===== config.mk =====
export PLATFORM = sky130hd
export DESIGN_NAME = echo_range_trimmed_mean
export DESIGN_NICKNAME = d
export VERILOG_FILES = /design/src/rtl/erm_pkg.sv /design/src/rtl/erm_div.sv /design/src/rtl/erm_queue.sv /design/src/rtl/erm_front.sv /design/src/rtl/erm_back.sv /design/src/rtl/echo_range_trimmed_mean.sv
export SDC_FILE = /design/constraint.sdc
export NUM_CORES = 2
export LEC_CHECK = 0
export ABC_AREA = 1
export BUFFER_PORTS_ARGS = -buffer_cell sky130_fd_sc_hd__buf_4
export CAP_MARGIN = 20
export CORE_MARGIN = 2
export CORE_UTILIZATION = 60
export CTS_BUF_LIST = sky130_fd_sc_hd__clkbuf_4 sky130_fd_sc_hd__clkbuf_8
export DETAILED_ROUTE_END_ITERATION = 12
export PLACE_DENSITY_LB_ADDON = 0.15
export RECOVER_POWER = 100
export SKIP_CTS_REPAIR_TIMING = 1
export SLEW_MARGIN = 20
export SYNTH_ARGS = -nofsm -noshare
export SYNTH_HDL_FRONTEND = slang
export SYNTH_SLANG_ARGS = --single-unit

===== constraint.sdc =====
create_clock -name clk -period 8.54 [get_ports clk]
set_input_delay 1.281 -clock clk [delete_from_list [all_inputs] [get_ports clk]]
set_output_delay 1.281 -clock clk [all_outputs]
set_load 0.02 [all_outputs]

===== src/rtl/erm_pkg.sv =====
package erm_pkg;

  // Field and state widths.
  localparam int STAMP_W   = 32;
  localparam int SF_W      = 10;
  localparam int SC_W      = 6;
  localparam int SAMPLE_W  = 20;
  localparam int SUM_W     = 27;
  localparam int TAKEN_W   = 7;

  // Pulse widths of 2^44 or more saturate unless the speed factor is zero, so only the low bits are multiplied.
  localparam int WLO_W     = 44;
  localparam int PROD_W    = WLO_W + SF_W;
  localparam int DVSR_W    = 23;
  localparam int DIV_CNT_W = $clog2(SAMPLE_W + 1);

  localparam logic [DVSR_W-1:0]   SCALE_DIV  = 23'd8000000;
  localparam logic [SAMPLE_W-1:0] SAMPLE_MAX = '1;
  // Smallest product whose scaled value no longer fits in a sample.
  localparam logic [PROD_W-1:0]   SAT_LIMIT  =
    PROD_W'({SCALE_DIV, {SAMPLE_W{1'b0}}});

  // The scale divisor is an odd factor times 2^9. The odd part is removed with a truncated
  // reciprocal of 2^34 / 15625, which is never more than one below the true quotient.
  localparam int                 SCALE_SH  = 9;
  localparam int                 ODD_W     = 14;
  localparam int                 QX_W      = SAMPLE_W + ODD_W;
  localparam int                 RECIP_W   = 21;
  localparam int                 RMUL_W    = QX_W + RECIP_W;
  localparam logic [ODD_W-1:0]   SCALE_ODD = 14'd15625;
  localparam logic [RECIP_W-1:0] RECIP_M   = 21'd1099511;

  // Configuration register reset values and indexes.
  localparam logic [SF_W-1:0]     SPEED_RST  = 10'd340;
  localparam logic [SC_W-1:0]     COUNT_RST  = 6'd7;
  localparam int                  CFG_IDX_W  = 2;
  localparam logic [CFG_IDX_W-1:0] CFG_SPEED = 2'd0;
  localparam logic [CFG_IDX_W-1:0] CFG_COUNT = 2'd1;

  // Queue between the front and back ends.
  localparam int QDEPTH  = 2;
  localparam int QPTR_W  = 1;
  localparam int QCNT_W  = 2;

  // Request to and response from the divider.
  typedef struct packed {
    logic                start;
    logic [PROD_W-1:0]   dividend;
    logic [DVSR_W-1:0]   divisor;
  } div_req_t;

  typedef struct packed {
    logic                done;
    logic [SAMPLE_W-1:0] quotient;
  } div_rsp_t;

endpackage


===== src/rtl/erm_div.sv =====
module erm_div import erm_pkg::*; (
  input  logic     clk,
  input  logic     rst_n,
  input  div_req_t req,
  output div_rsp_t rsp
);

  logic                 busy_r;
  logic                 done_r;
  logic [DIV_CNT_W-1:0] cnt_r;
  logic [PROD_W-1:0]    rem_r;
  logic [PROD_W-1:0]    dsh_r;
  logic [SAMPLE_W-1:0]  quo_r;
  logic                 ge;

  // One quotient bit per cycle; the caller guarantees the quotient fits in a sample.
  assign ge = rem_r >= dsh_r;

  always_ff @(posedge clk) begin
    if (!rst_n) begin
      busy_r <= 1'b0;
      done_r <= 1'b0;
      cnt_r  <= '0;
    end else begin
      done_r <= 1'b0;
      if (req.start) begin
        busy_r <= 1'b1;
        cnt_r  <= DIV_CNT_W'(SAMPLE_W);
        rem_r  <= req.dividend;
        dsh_r  <= PROD_W'({req.divisor, {(SAMPLE_W-1){1'b0}}});
        quo_r  <= '0;
      end else if (busy_r) begin
        if (ge) begin
          rem_r <= rem_r - dsh_r;
        end
        dsh_r <= dsh_r >> 1;
        quo_r <= {quo_r[SAMPLE_W-2:0], ge};
        cnt_r <= cnt_r - 1'b1;
        if (cnt_r == DIV_CNT_W'(1)) begin
          busy_r <= 1'b0;
          done_r <= 1'b1;
        end
      end
    end
  end

  assign rsp.done     = done_r;
  assign rsp.quotient = quo_r;

  // A new division is only started once the previous one has finished.
  a_start_idle: assert property (@(posedge clk) disable iff (!rst_n)
    req.start |-> !busy_r)
    else $error("divider started while busy");

  // The busy phase always leaves a step count to run.
  a_busy_cnt: assert property (@(posedge clk) disable iff (!rst_n)
    busy_r |-> (cnt_r != '0))
    else $error("divider busy with no steps left");

endmodule


===== src/rtl/erm_queue.sv =====
module erm_queue import erm_pkg::*; #(
  parameter int DATA_W = 32
) (
  input  logic              clk,
  input  logic              rst_n,
  input  logic              push,
  input  logic [DATA_W-1:0] push_data,
  output logic              full,
  input  logic              pop,
  output logic [DATA_W-1:0] pop_data,
  output logic              valid
);

  logic [DATA_W-1:0] mem_r [QDEPTH];
  logic [QPTR_W-1:0] wr_ptr_r;
  logic [QPTR_W-1:0] rd_ptr_r;
  logic [QCNT_W-1:0] cnt_r;

  assign full     = cnt_r == QCNT_W'(QDEPTH);
  assign valid    = cnt_r != '0;
  assign pop_data = mem_r[rd_ptr_r];

  // Entry storage.
  always_ff @(posedge clk) begin
    if (push) begin
      mem_r[wr_ptr_r] <= push_data;
    end
  end

  // Pointers and fill count.
  always_ff @(posedge clk) begin
    if (!rst_n) begin
      wr_ptr_r <= '0;
      rd_ptr_r <= '0;
      cnt_r    <= '0;
    end else begin
      if (push) begin
        wr_ptr_r <= wr_ptr_r + 1'b1;
      end
      if (pop) begin
        rd_ptr_r <= rd_ptr_r + 1'b1;
      end
      case ({push, pop})
        2'b10:   cnt_r <= cnt_r + 1'b1;
        2'b01:   cnt_r <= cnt_r - 1'b1;
        default: cnt_r <= cnt_r;
      endcase
    end
  end

  // The front end never writes into a full queue.
  a_no_overflow: assert property (@(posedge clk) disable iff (!rst_n)
    push |-> !full)
    else $error("queue overflow");

  // The back end never reads from an empty queue.
  a_no_underflow: assert property (@(posedge clk) disable iff (!rst_n)
    pop |-> valid)
    else $error("queue underflow");

endmodule


===== src/rtl/erm_front.sv =====
module erm_front import erm_pkg::*; #(
  parameter int TIME_BITS = 32
) (
  input  logic                 clk,
  input  logic                 rst_n,
  input  logic                 in_valid,
  output logic                 in_ready,
  input  logic                 in_echo_level,
  input  logic [STAMP_W-1:0]   in_time_stamp,
  input  logic                 q_full,
  output logic                 q_push,
  output logic [TIME_BITS-1:0] q_width
);

  // Only the low bits of the stamp that the time base covers are kept.
  localparam int SB = (TIME_BITS < STAMP_W) ? TIME_BITS : STAMP_W;

  logic [SB-1:0]        rise_r;
  logic                 accept;
  logic [TIME_BITS-1:0] stamp_ext;
  logic [TIME_BITS-1:0] rise_ext;

  assign in_ready  = !q_full;
  assign accept    = in_valid && in_ready;

  // Pulse width wraps modulo the time base.
  assign stamp_ext = TIME_BITS'(in_time_stamp[SB-1:0]);
  assign rise_ext  = TIME_BITS'(rise_r);
  assign q_width   = stamp_ext - rise_ext;

  // A falling edge hands its pulse width to the back end.
  assign q_push    = accept && !in_echo_level;

  // A rising edge records its time stamp.
  always_ff @(posedge clk) begin
    if (!rst_n) begin
      rise_r <= '0;
    end else if (accept && in_echo_level) begin
      rise_r <= in_time_stamp[SB-1:0];
    end
  end

endmodule


===== src/rtl/erm_back.sv =====
module erm_back import erm_pkg::*; #(
  parameter int TIME_BITS = 32
) (
  input  logic                 clk,
  input  logic                 rst_n,
  input  logic [SF_W-1:0]      speed_factor,
  input  logic [SC_W-1:0]      sample_count,
  input  logic                 q_valid,
  input  logic [TIME_BITS-1:0] q_width,
  output logic                 q_pop,
  output div_req_t             div_req,
  input  div_rsp_t             div_rsp,
  output logic                 out_valid,
  input  logic                 out_ready,
  output logic [SAMPLE_W-1:0]  out_mean_distance
);

  typedef enum logic [3:0] {
    S_IDLE, S_MUL, S_SCHK, S_RMUL, S_QEST, S_QFIX, S_ACC, S_TRIM, S_MDIV, S_OUT
  } state_t;

  state_t               state_r;
  logic [TIME_BITS-1:0] width_r;
  logic [PROD_W-1:0]    prod_r;
  logic                 big_r;
  logic                 zero_r;
  logic [RMUL_W-1:0]    rmul_r;
  logic [SAMPLE_W-1:0]  qest_r;
  logic [QX_W-1:0]      qprod_r;
  logic [SAMPLE_W-1:0]  sample_r;
  logic [SUM_W-1:0]     sum_r;
  logic [SAMPLE_W-1:0]  max_r;
  logic [SAMPLE_W-1:0]  min_r;
  logic [TAKEN_W-1:0]   taken_r;
  logic [SAMPLE_W-1:0]  mean_r;
  logic                 out_valid_r;
  logic [SAMPLE_W-1:0]  out_mean_r;

  logic [WLO_W-1:0]     wlo;
  logic                 big_c;
  logic [PROD_W-1:0]    prod_c;
  logic                 sample_sat;
  logic [QX_W-1:0]      scaled_x;
  logic [SAMPLE_W-1:0]  qest_c;
  logic [QX_W-1:0]      qrem_c;
  logic                 qfix_c;
  logic [SUM_W-1:0]     sum_acc;
  logic [TAKEN_W-1:0]   taken_acc;
  logic                 batch_end;
  logic [SAMPLE_W:0]    pair_c;
  logic [SUM_W-1:0]     trim_c;
  logic [SUM_W-1:0]     mean_limit;
  logic                 mean_sat;
  logic                 out_load;

  // Scaling product; very wide pulses are flagged rather than multiplied.
  assign wlo    = WLO_W'(width_r);
  assign big_c  = (width_r >> WLO_W) != '0;
  assign prod_c = {{(PROD_W-WLO_W){1'b0}}, wlo} * {{(PROD_W-SF_W){1'b0}}, speed_factor};
  assign sample_sat = big_r || (prod_r >= SAT_LIMIT);

  // Scaling by the constant divisor: drop its power-of-two factor, estimate the quotient
  // by the odd part with the reciprocal, and add one where the remainder is still too big.
  assign scaled_x = QX_W'(prod_r >> SCALE_SH);
  assign qest_c   = rmul_r[QX_W +: SAMPLE_W];
  assign qrem_c   = scaled_x - qprod_r;
  assign qfix_c   = qrem_c >= QX_W'(SCALE_ODD);

  // Running sum and sample count after the current sample.
  assign sum_acc   = sum_r + SUM_W'(sample_r);
  assign taken_acc = taken_r + 1'b1;
  assign batch_end = {1'b0, taken_acc} >= ({2'b00, sample_count} + 8'd2);

  // Sum less the extremes, clamped at zero.
  assign pair_c     = {1'b0, max_r} + {1'b0, min_r};
  assign trim_c     = (sum_r < SUM_W'(pair_c)) ? '0 : sum_r - SUM_W'(pair_c);
  assign mean_limit = SUM_W'({sample_count, {SAMPLE_W{1'b0}}});
  assign mean_sat   = trim_c >= mean_limit;

  // The divider forms the batch mean.
  always_comb begin
    div_req.start    = (state_r == S_TRIM) && (sample_count != '0) && !mean_sat;
    div_req.dividend = PROD_W'(trim_c);
    div_req.divisor  = DVSR_W'(sample_count);
  end

  assign q_pop    = (state_r == S_IDLE) && q_valid;
  assign out_load = (state_r == S_OUT) && (!out_valid_r || out_ready);

  // Sequencer, batch state and output register.
  always_ff @(posedge clk) begin
    if (!rst_n) begin
      state_r     <= S_IDLE;
      out_valid_r <= 1'b0;
      sum_r       <= '0;
      max_r       <= '0;
      min_r       <= SAMPLE_MAX;
      taken_r     <= '0;
    end else begin
      // The output register fills from the sequencer and empties when its request is taken.
      if (out_load) begin
        out_valid_r <= 1'b1;
      end else if (out_ready) begin
        out_valid_r <= 1'b0;
      end
      case (state_r)
        S_IDLE: begin
          if (q_valid) begin
            width_r <= q_width;
            state_r <= S_MUL;
          end
        end
        S_MUL: begin
          prod_r  <= prod_c;
          big_r   <= big_c;
          zero_r  <= speed_factor == '0;
          state_r <= S_SCHK;
        end
        S_SCHK: begin
          if (zero_r) begin
            sample_r <= '0;
            state_r  <= S_ACC;
          end else if (sample_sat) begin
            sample_r <= SAMPLE_MAX;
            state_r  <= S_ACC;
          end else begin
            state_r  <= S_RMUL;
          end
        end
        S_RMUL: begin
          rmul_r  <= {{RECIP_W{1'b0}}, scaled_x} * {{QX_W{1'b0}}, RECIP_M};
          state_r <= S_QEST;
        end
        S_QEST: begin
          qest_r  <= qest_c;
          qprod_r <= {{ODD_W{1'b0}}, qest_c} * {{SAMPLE_W{1'b0}}, SCALE_ODD};
          state_r <= S_QFIX;
        end
        S_QFIX: begin
          sample_r <= qest_r + SAMPLE_W'(qfix_c);
          state_r  <= S_ACC;
        end
        S_ACC: begin
          sum_r   <= sum_acc;
          taken_r <= taken_acc;
          if (sample_r > max_r) begin
            max_r <= sample_r;
          end
          if (sample_r < min_r) begin
            min_r <= sample_r;
          end
          state_r <= batch_end ? S_TRIM : S_IDLE;
        end
        S_TRIM: begin
          sum_r   <= '0;
          max_r   <= '0;
          min_r   <= SAMPLE_MAX;
          taken_r <= '0;
          if (sample_count == '0) begin
            mean_r  <= '0;
            state_r <= S_OUT;
          end else if (mean_sat) begin
            mean_r  <= SAMPLE_MAX;
            state_r <= S_OUT;
          end else begin
            state_r <= S_MDIV;
          end
        end
        S_MDIV: begin
          if (div_rsp.done) begin
            mean_r  <= div_rsp.quotient;
            state_r <= S_OUT;
          end
        end
        S_OUT: begin
          if (out_load) begin
            out_mean_r <= mean_r;
            state_r    <= S_IDLE;
          end
        end
        default: state_r <= S_IDLE;
      endcase
    end
  end

  assign out_valid         = out_valid_r;
  assign out_mean_distance = out_mean_r;

  // Finishing a batch always starts the next one empty.
  a_batch_clear: assert property (@(posedge clk) disable iff (!rst_n)
    (state_r == S_TRIM) |=> (taken_r == '0))
    else $error("batch not cleared after result");

  // Once a batch holds a sample, the maximum cannot lie below the minimum.
  a_extremes: assert property (@(posedge clk) disable iff (!rst_n)
    (taken_r != '0) |-> (max_r >= min_r))
    else $error("largest sample below smallest sample");

endmodule


===== src/rtl/echo_range_trimmed_mean.sv =====
// A rising edge is absorbed in the cycle it is accepted. A falling edge keeps the back end
// busy through multiply, saturation check, reciprocal scaling (unless zero or saturated) and
// accumulate; the edge that closes a batch then trims the sum and, unless the mean is zero
// or saturated, divides it; the back end takes no new falling edge meanwhile, a two-entry queue lets the
// front end keep accepting, and a result held at the output stalls the back end.
// Reset: rst_n is synchronous, active low; it empties the batch and queue and restores config.
module echo_range_trimmed_mean import erm_pkg::*; #(
  parameter int TIME_BITS = 32
) (
  input  logic                 clk,
  input  logic                 rst_n,
  input  logic                 in_valid,
  output logic                 in_ready,
  input  logic                 in_echo_level,
  input  logic [STAMP_W-1:0]   in_time_stamp,
  output logic                 out_valid,
  input  logic                 out_ready,
  output logic [SAMPLE_W-1:0]  out_mean_distance,
  input  logic                 cfg_valid,
  output logic                 cfg_ready,
  input  logic [CFG_IDX_W-1:0] cfg_index,
  input  logic [SF_W-1:0]      cfg_data
);

  logic [SF_W-1:0]      speed_r;
  logic [SC_W-1:0]      count_r;
  logic                 q_full;
  logic                 q_push;
  logic [TIME_BITS-1:0] q_width_in;
  logic                 q_valid;
  logic                 q_pop;
  logic [TIME_BITS-1:0] q_width_out;
  div_req_t             div_req;
  div_rsp_t             div_rsp;

  // Configuration registers; unknown indexes are ignored.
  assign cfg_ready = 1'b1;

  always_ff @(posedge clk) begin
    if (!rst_n) begin
      speed_r <= SPEED_RST;
      count_r <= COUNT_RST;
    end else if (cfg_valid) begin
      case (cfg_index)
        CFG_SPEED: speed_r <= cfg_data;
        CFG_COUNT: count_r <= cfg_data[SC_W-1:0];
        default:   ;
      endcase
    end
  end

  erm_front #(.TIME_BITS(TIME_BITS)) u_front (
    .clk           (clk),
    .rst_n         (rst_n),
    .in_valid      (in_valid),
    .in_ready      (in_ready),
    .in_echo_level (in_echo_level),
    .in_time_stamp (in_time_stamp),
    .q_full        (q_full),
    .q_push        (q_push),
    .q_width       (q_width_in)
  );

  erm_queue #(.DATA_W(TIME_BITS)) u_queue (
    .clk       (clk),
    .rst_n     (rst_n),
    .push      (q_push),
    .push_data (q_width_in),
    .full      (q_full),
    .pop       (q_pop),
    .pop_data  (q_width_out),
    .valid     (q_valid)
  );

  erm_div u_div (
    .clk   (clk),
    .rst_n (rst_n),
    .req   (div_req),
    .rsp   (div_rsp)
  );

  erm_back #(.TIME_BITS(TIME_BITS)) u_back (
    .clk               (clk),
    .rst_n             (rst_n),
    .speed_factor      (speed_r),
    .sample_count      (count_r),
    .q_valid           (q_valid),
    .q_width           (q_width_out),
    .q_pop             (q_pop),
    .div_req           (div_req),
    .div_rsp           (div_rsp),
    .out_valid         (out_valid),
    .out_ready         (out_ready),
    .out_mean_distance (out_mean_distance)
  );

endmodule


[Word-level counts from Yosys, hierarchy flattened]
Memory sizes are Yosys's and may differ from the RTL's. A register that Yosys moved wholly into a read port is not among the register bits.
Cells that the tools add are included.
Cells by class
  $add $sub $neg: 14
  multiply operators: 3
  order comparisons: 8
  equality and inequality tests: 21
  mux-type cells: 40
  bitwise operators: 2
  reductions and logical operators: 41
Operator list (number)
  $mux 20: 8
  $pmux 20 s2: 4
  $mux 54: 2
  $ge 54x43->1 const B: 1
  $ge 54x53->1: 1
  $mul 34x21->54 const B: 1
  $mux 27: 2
  $pmux 27 s2: 1
  $sub 54x53->54: 1
  $mux 53: 1
  $mul 32x10->42: 1
  $pmux 4 s10: 1
  $ge 34x14->1 const B: 1
  $mul 20x14->34 const B: 1
  $sub 34x34->34: 1
  $sub 32x32->32: 1
  $add 27x20->27: 1
  $ge 27x26->1: 1
  $lt 27x21->1: 1
  $sub 27x21->27: 1
  $mux 25: 1
  $add 20x20->21: 1
  $add 20x1->20: 1
  $gt 20x20->1: 1
  other kinds (40): 93
Word-level totals
  register bits: 488
  RAM bits: 64
  input bits: 50
  word-level logic and storage cells: 159
  memories kept: 1
Memory list
  u_queue.mem_r: words 2, bits a word 32, read ports 1, clocked after Yosys merged registers in 1, wr ports 1, RTL line erm_queue.sv:14  | logic [DATA_W-1:0] mem_r [QDEPTH];

[Logic depth before layout (Yosys ltp)]
  word-level depth: 8
  depth in mapped cells: 40

[By module]
A second synthesis with hierarchy kept.
Unflattened totals
  cells, all modules: 7672
  area total of the unflattened synthesis: 60720.7 um^2
By module, submodules not included
  erm_back: instances 1, cells each 5360, area each 44221.2 um^2, seq. area each 7497.2 um^2
  erm_div: instances 1, cells each 1439, area each 9557.9 um^2, seq. area each 3623.5 um^2
  erm_front: instances 1, cells each 645, area each 3560.9 um^2, seq. area each 640.6 um^2
  erm_queue: instances 1, cells each 135, area each 2692.6 um^2, seq. area each 2021.9 um^2
  echo_range_trimmed_mean: instances 1, cells each 93, area each 688.2 um^2, seq. area each 320.3 um^2

[Worst setup path after synthesis]
No wires, ideal clock.
  kind: reg2reg
  start: register u_back.min_r[2]
  end: register u_div.rem_r[0], enable pin
  setup time: 413 ps
  data arrival time: 5705 ps
  data required time: 8127 ps
  setup slack: 2422 ps
  stages on the path, launching flop included: 34
  path through: dfxtp_1 ha_1 a21oi_1 nand2_1 a21oi_1 o21ai_0 a21boi_0 o21bai_1 nand2_1 nand2_1 a21oi_1 o21ai_0 xor2_1 ha_1 nand2_1 nor2_1 nand2_1 nor2_1 nand2_1 nand2_2 buf_6 buf_2 o21ai_0 a21oi_1 ha_1 a21oi_1 o31ai_1 nand2_1 nor2_1 nor2_1 o21ai_2 nor2_4 nand2_1 nand2_1
Between the ends
  cells in the longest elaborated chain, start to end: 8
  elaborated cells between the ends (all ways): 10
RTL lines
  start, declared: RTL line erm_back.sv:33  | logic [SAMPLE_W-1:0] min_r;
  start signal, assigned: RTL line erm_back.sv:150  | min_r <= sample_r;
  $add 20x20->21 *: RTL line erm_back.sv:75  | assign pair_c = {1'b0, max_r} + {1'b0, min_r};
  $sub 27x21->27 or $lt 27x21->1 (tied branches): RTL line erm_back.sv:76  | assign trim_c = (sum_r < SUM_W'(pair_c)) ? '0 : sum_r - SUM_W'(pair_c);
  $mux 27 *: RTL line erm_back.sv:76
  $ge 27x26->1 *: RTL line erm_back.sv:78  | assign mean_sat = trim_c >= mean_limit;
  $logic_not 1->1 *: RTL line erm_back.sv:82  | div_req.start = (state_r == S_TRIM) && (sample_count != '0) && !mean_sat;
  $logic_and 1x1->1 *: RTL line erm_back.sv:82
  $reduce_bool 2->1 (no line)
  $reduce_and 3->1 (no line) *
  end signal, assigned: RTL line erm_div.sv:29  | rem_r <= req.dividend;
  end signal, assigned: RTL line erm_div.sv:34  | rem_r <= rem_r - dsh_r;
  end, declared: RTL line erm_div.sv:11  | logic [PROD_W-1:0] rem_r;
Mark *: on every way between the ends. The rest lies on a longest branch, timed or not.
A chain may end at the register's enable or synchronous reset.

[Worst setup path in the final report]
  start: register u_back.min_r[2]
  end: register u_back.mean_r[11], enable pin
Between the ends
  cells in the longest elaborated chain, start to end: 6
  elaborated cells between the ends (all ways): 7
RTL lines
  $add 20x20->21 *: RTL line erm_back.sv:75
  $sub 27x21->27 or $lt 27x21->1 (tied branches): RTL line erm_back.sv:76
  $mux 27 *: RTL line erm_back.sv:76
  $ge 27x26->1 *: RTL line erm_back.sv:78
  $ne 3x2->1 (no line) *
  $reduce_and 4->1 (no line) *
  end signal, assigned: RTL line erm_back.sv:171  | mean_r <= div_rsp.quotient;
  end, declared: RTL line erm_back.sv:35  | logic [SAMPLE_W-1:0] mean_r;
Marked as above.

==> metrics <==
run status=finished with violations; failing checks=capacitance limit, slew limit; Critical Path AT=7.40 ns; Worst Setup Start Kind=flip-flop; CP Max Fanout=52; Starting Density=60.72%; total wire length=133400 µm; grt total ovfl=0; Inserted Clock Buffers=90; CTS Sinks=498; cell area after synthesis=0.05583 mm²; Antenna Nets Post-Route=0; Layout area overhead=6.878%; H-tree depth=3; skew final=0.05351 ns; Post-Place Worst Slack=1.768 ns; Peak Freq=141.7 MHz; CP Capture Type=flip-flop; total die area=0.09550 mm²; GRT Overall Usage=28.79%; required time at the worst-slack endpoint=8.88 ns; First DRT Iteration DRCs=3202; PortBufs=71; global-route wire length before repair=220100 µm; dominant cell type by area after synthesis=fa_1; Bufs and invs on worst path=3; root buf cell=clkbuf_8; critical path class=reg -> reg; Avg Cell Area, Syn=8.329 µm²; Worst-Margin Slew=3.404 ns; Syn Inst Count=6703; largest net degree at the start of global routing=83; Post-synth EDFFs=360; clock latency on the worst-skew pair=0.75 ns; final count of hold timing violations=0; Hold Crit Class=reg -> reg; die width=309.0 µm; hpwl dp=107500 µm; vias=43430; die height=309.0 µm; Worst Setup Slack, final=1.484 ns; Clock transition at path regs=0.06 ns; post-route cell area=0.05967 mm²; delay-heaviest family, CP=simple AND/OR/NAND/NOR gates; most used cell, CP=nand2_1; WL/cell=16.51 µm; Final GP Congestion=0.9479; nets=8042; residual DRC count=0; Largest stage delay, worst path=0.93 ns; fin cells=8079; Yosys cell types=57; slowest cell on the critical path=nor2_2; syn nets=7987; unrepaired setup endpoints after global routing=no; fin crit period=7.056 ns; period utilisation layout=82.62%; Post-DP Area=0.05760 mm²; Max Slew Vio Count=394; TritonCTS clock tree=built; most frequent cell after synthesis=inv_1; drt pass-1 iters=5; final setup TNS=0 ns; Synth top area share=21.87%; max cap viols=10; post-synthesis sequential area ratio=24.31%; Avg Vias per Cell=5.375; share of cells above drive strength 1=3.862%; worst-case clock buffer depth=3; initial antenna violation count=1; IO Count=73; Core ar.=0.09194 mm²; ys flop type=edfxtp_1; Final setup viols=0; vias in the first global route=43370; Commonest cells post-synth=inv_1, nand2_1, ha_1; #FFs+latches synth=498; Cells after DPL=7907; Core Rows=111; ranking of synthesized cells by area=fa_1, edfxtp_1, ha_1, inv_1, nand2_1; Max-Slew Margin vs Limit=-126.9%; yosys warns=0; asr flop ratio synth=0%
==> per-stage QoR <==
stage / utilization (%) / hold slack (ns)
after floorplan: - / 0.4003
after global placement: 62.65 / 0.4006
after detailed placement: 62.65 / 0.4045
after CTS: 65.06 / 0.4142
after global routing: 64.90 / 0.4231
final: 64.90 / 0.4167
==> cells by family (layout without fill, tap and decap cells) <==
kind of cell / after synthesis / count (layout) / share of synthesized area [%]
buffers and inverters: 1757 / 1889 / 11.92
xor gates and xnor gates: 223 / 223 / 3.499
AOI/OAI and AO/OA: 1000 / 1000 / 9.971
DFF: 498 / 498 / 24.31
adders and majority gates: 1234 / 1234 / 35.86
other: 1 / 2 / 0.006717
and+or+nand+nor: 1990 / 1990 / 14.43
==> cell usage in the layout, fill, tap and decap left out, drive strengths merged, types with 16 or more instances in the layout <==
| cell | Yosys | final |
|---|---|---|
| nor4 | 24 | 24 |
| o21bai | 18 | 18 |
| nand3 | 161 | 161 |
| a21oi | 450 | 450 |
| nand2 | 1254 | 1254 |
| nor2 | 416 | 416 |
| bufinv | 0 | 16 |
| a31oi | 61 | 61 |
| edfxtp | 360 | 360 |
| a21o | 19 | 19 |
| o21a | 31 | 31 |
| xor2 | 124 | 124 |
| inv | 1615 | 1614 |
| clkinv | 3 | 36 |
| ha | 624 | 624 |
| o211ai | 38 | 38 |
| dfxtp | 138 | 138 |
| buf | 40 | 61 |
| a21boi | 19 | 19 |
| o21ai | 316 | 316 |
| nand4 | 41 | 41 |
| clkbuf | 99 | 160 |
| nor3 | 56 | 56 |
| xnor2 | 99 | 99 |
| fa | 610 | 610 |
==> flip-flops by register name, indices dropped and copies added, names as in the netlist, 25 cells and up <==
register,cells
u_back.qprod_r,34
u_queue.mem_r,64
u_back.sum_r,27
u_front.rise_ext,32
u_div.rem_r,54
u_back.width_r,32
u_back.prod_r,33
u_div.dsh_r,25
==> final timing paths <==
kind,start,end,slack [ns],cells after the start
max,u_back.min_r[2],u_back.mean_r[11],1.48,33
max reg2reg,u_back.min_r[2],u_back.mean_r[11],1.48,33
min,u_back.mean_r[11],u_back.out_mean_distance[11],0.42,0
min reg2reg,u_back.mean_r[11],u_back.out_mean_distance[11],0.42,0
==> final cells by class <==
type | count | area [µm²]
antenna | 1 | 2.502
clock buffer | 119 | 1525
clock inverter | 50 | 688.2
fill | 7834 | 32270
inverter | 1618 | 6073
multi-input combinational | 4448 | 35610
sequential | 498 | 13580
tap | 1243 | 1555
timing repair buffer | 102 | 640.6
==> layer usage <==
layer / vias to the layer above / share of wire, % / track usage, %
li1: 21220 / - / -
met1: 20960 / 45 / 39.69
met2: 1050 / 48 / 48.35
met3: 196 / 5.2 / 3.515
met4: 0 / 2.3 / 7.383
met5: - / 0 / 0
Power is left out: the tool's default activity adds up to more than one toggle a clock period on the data nets, which glitch-free logic cannot reach.
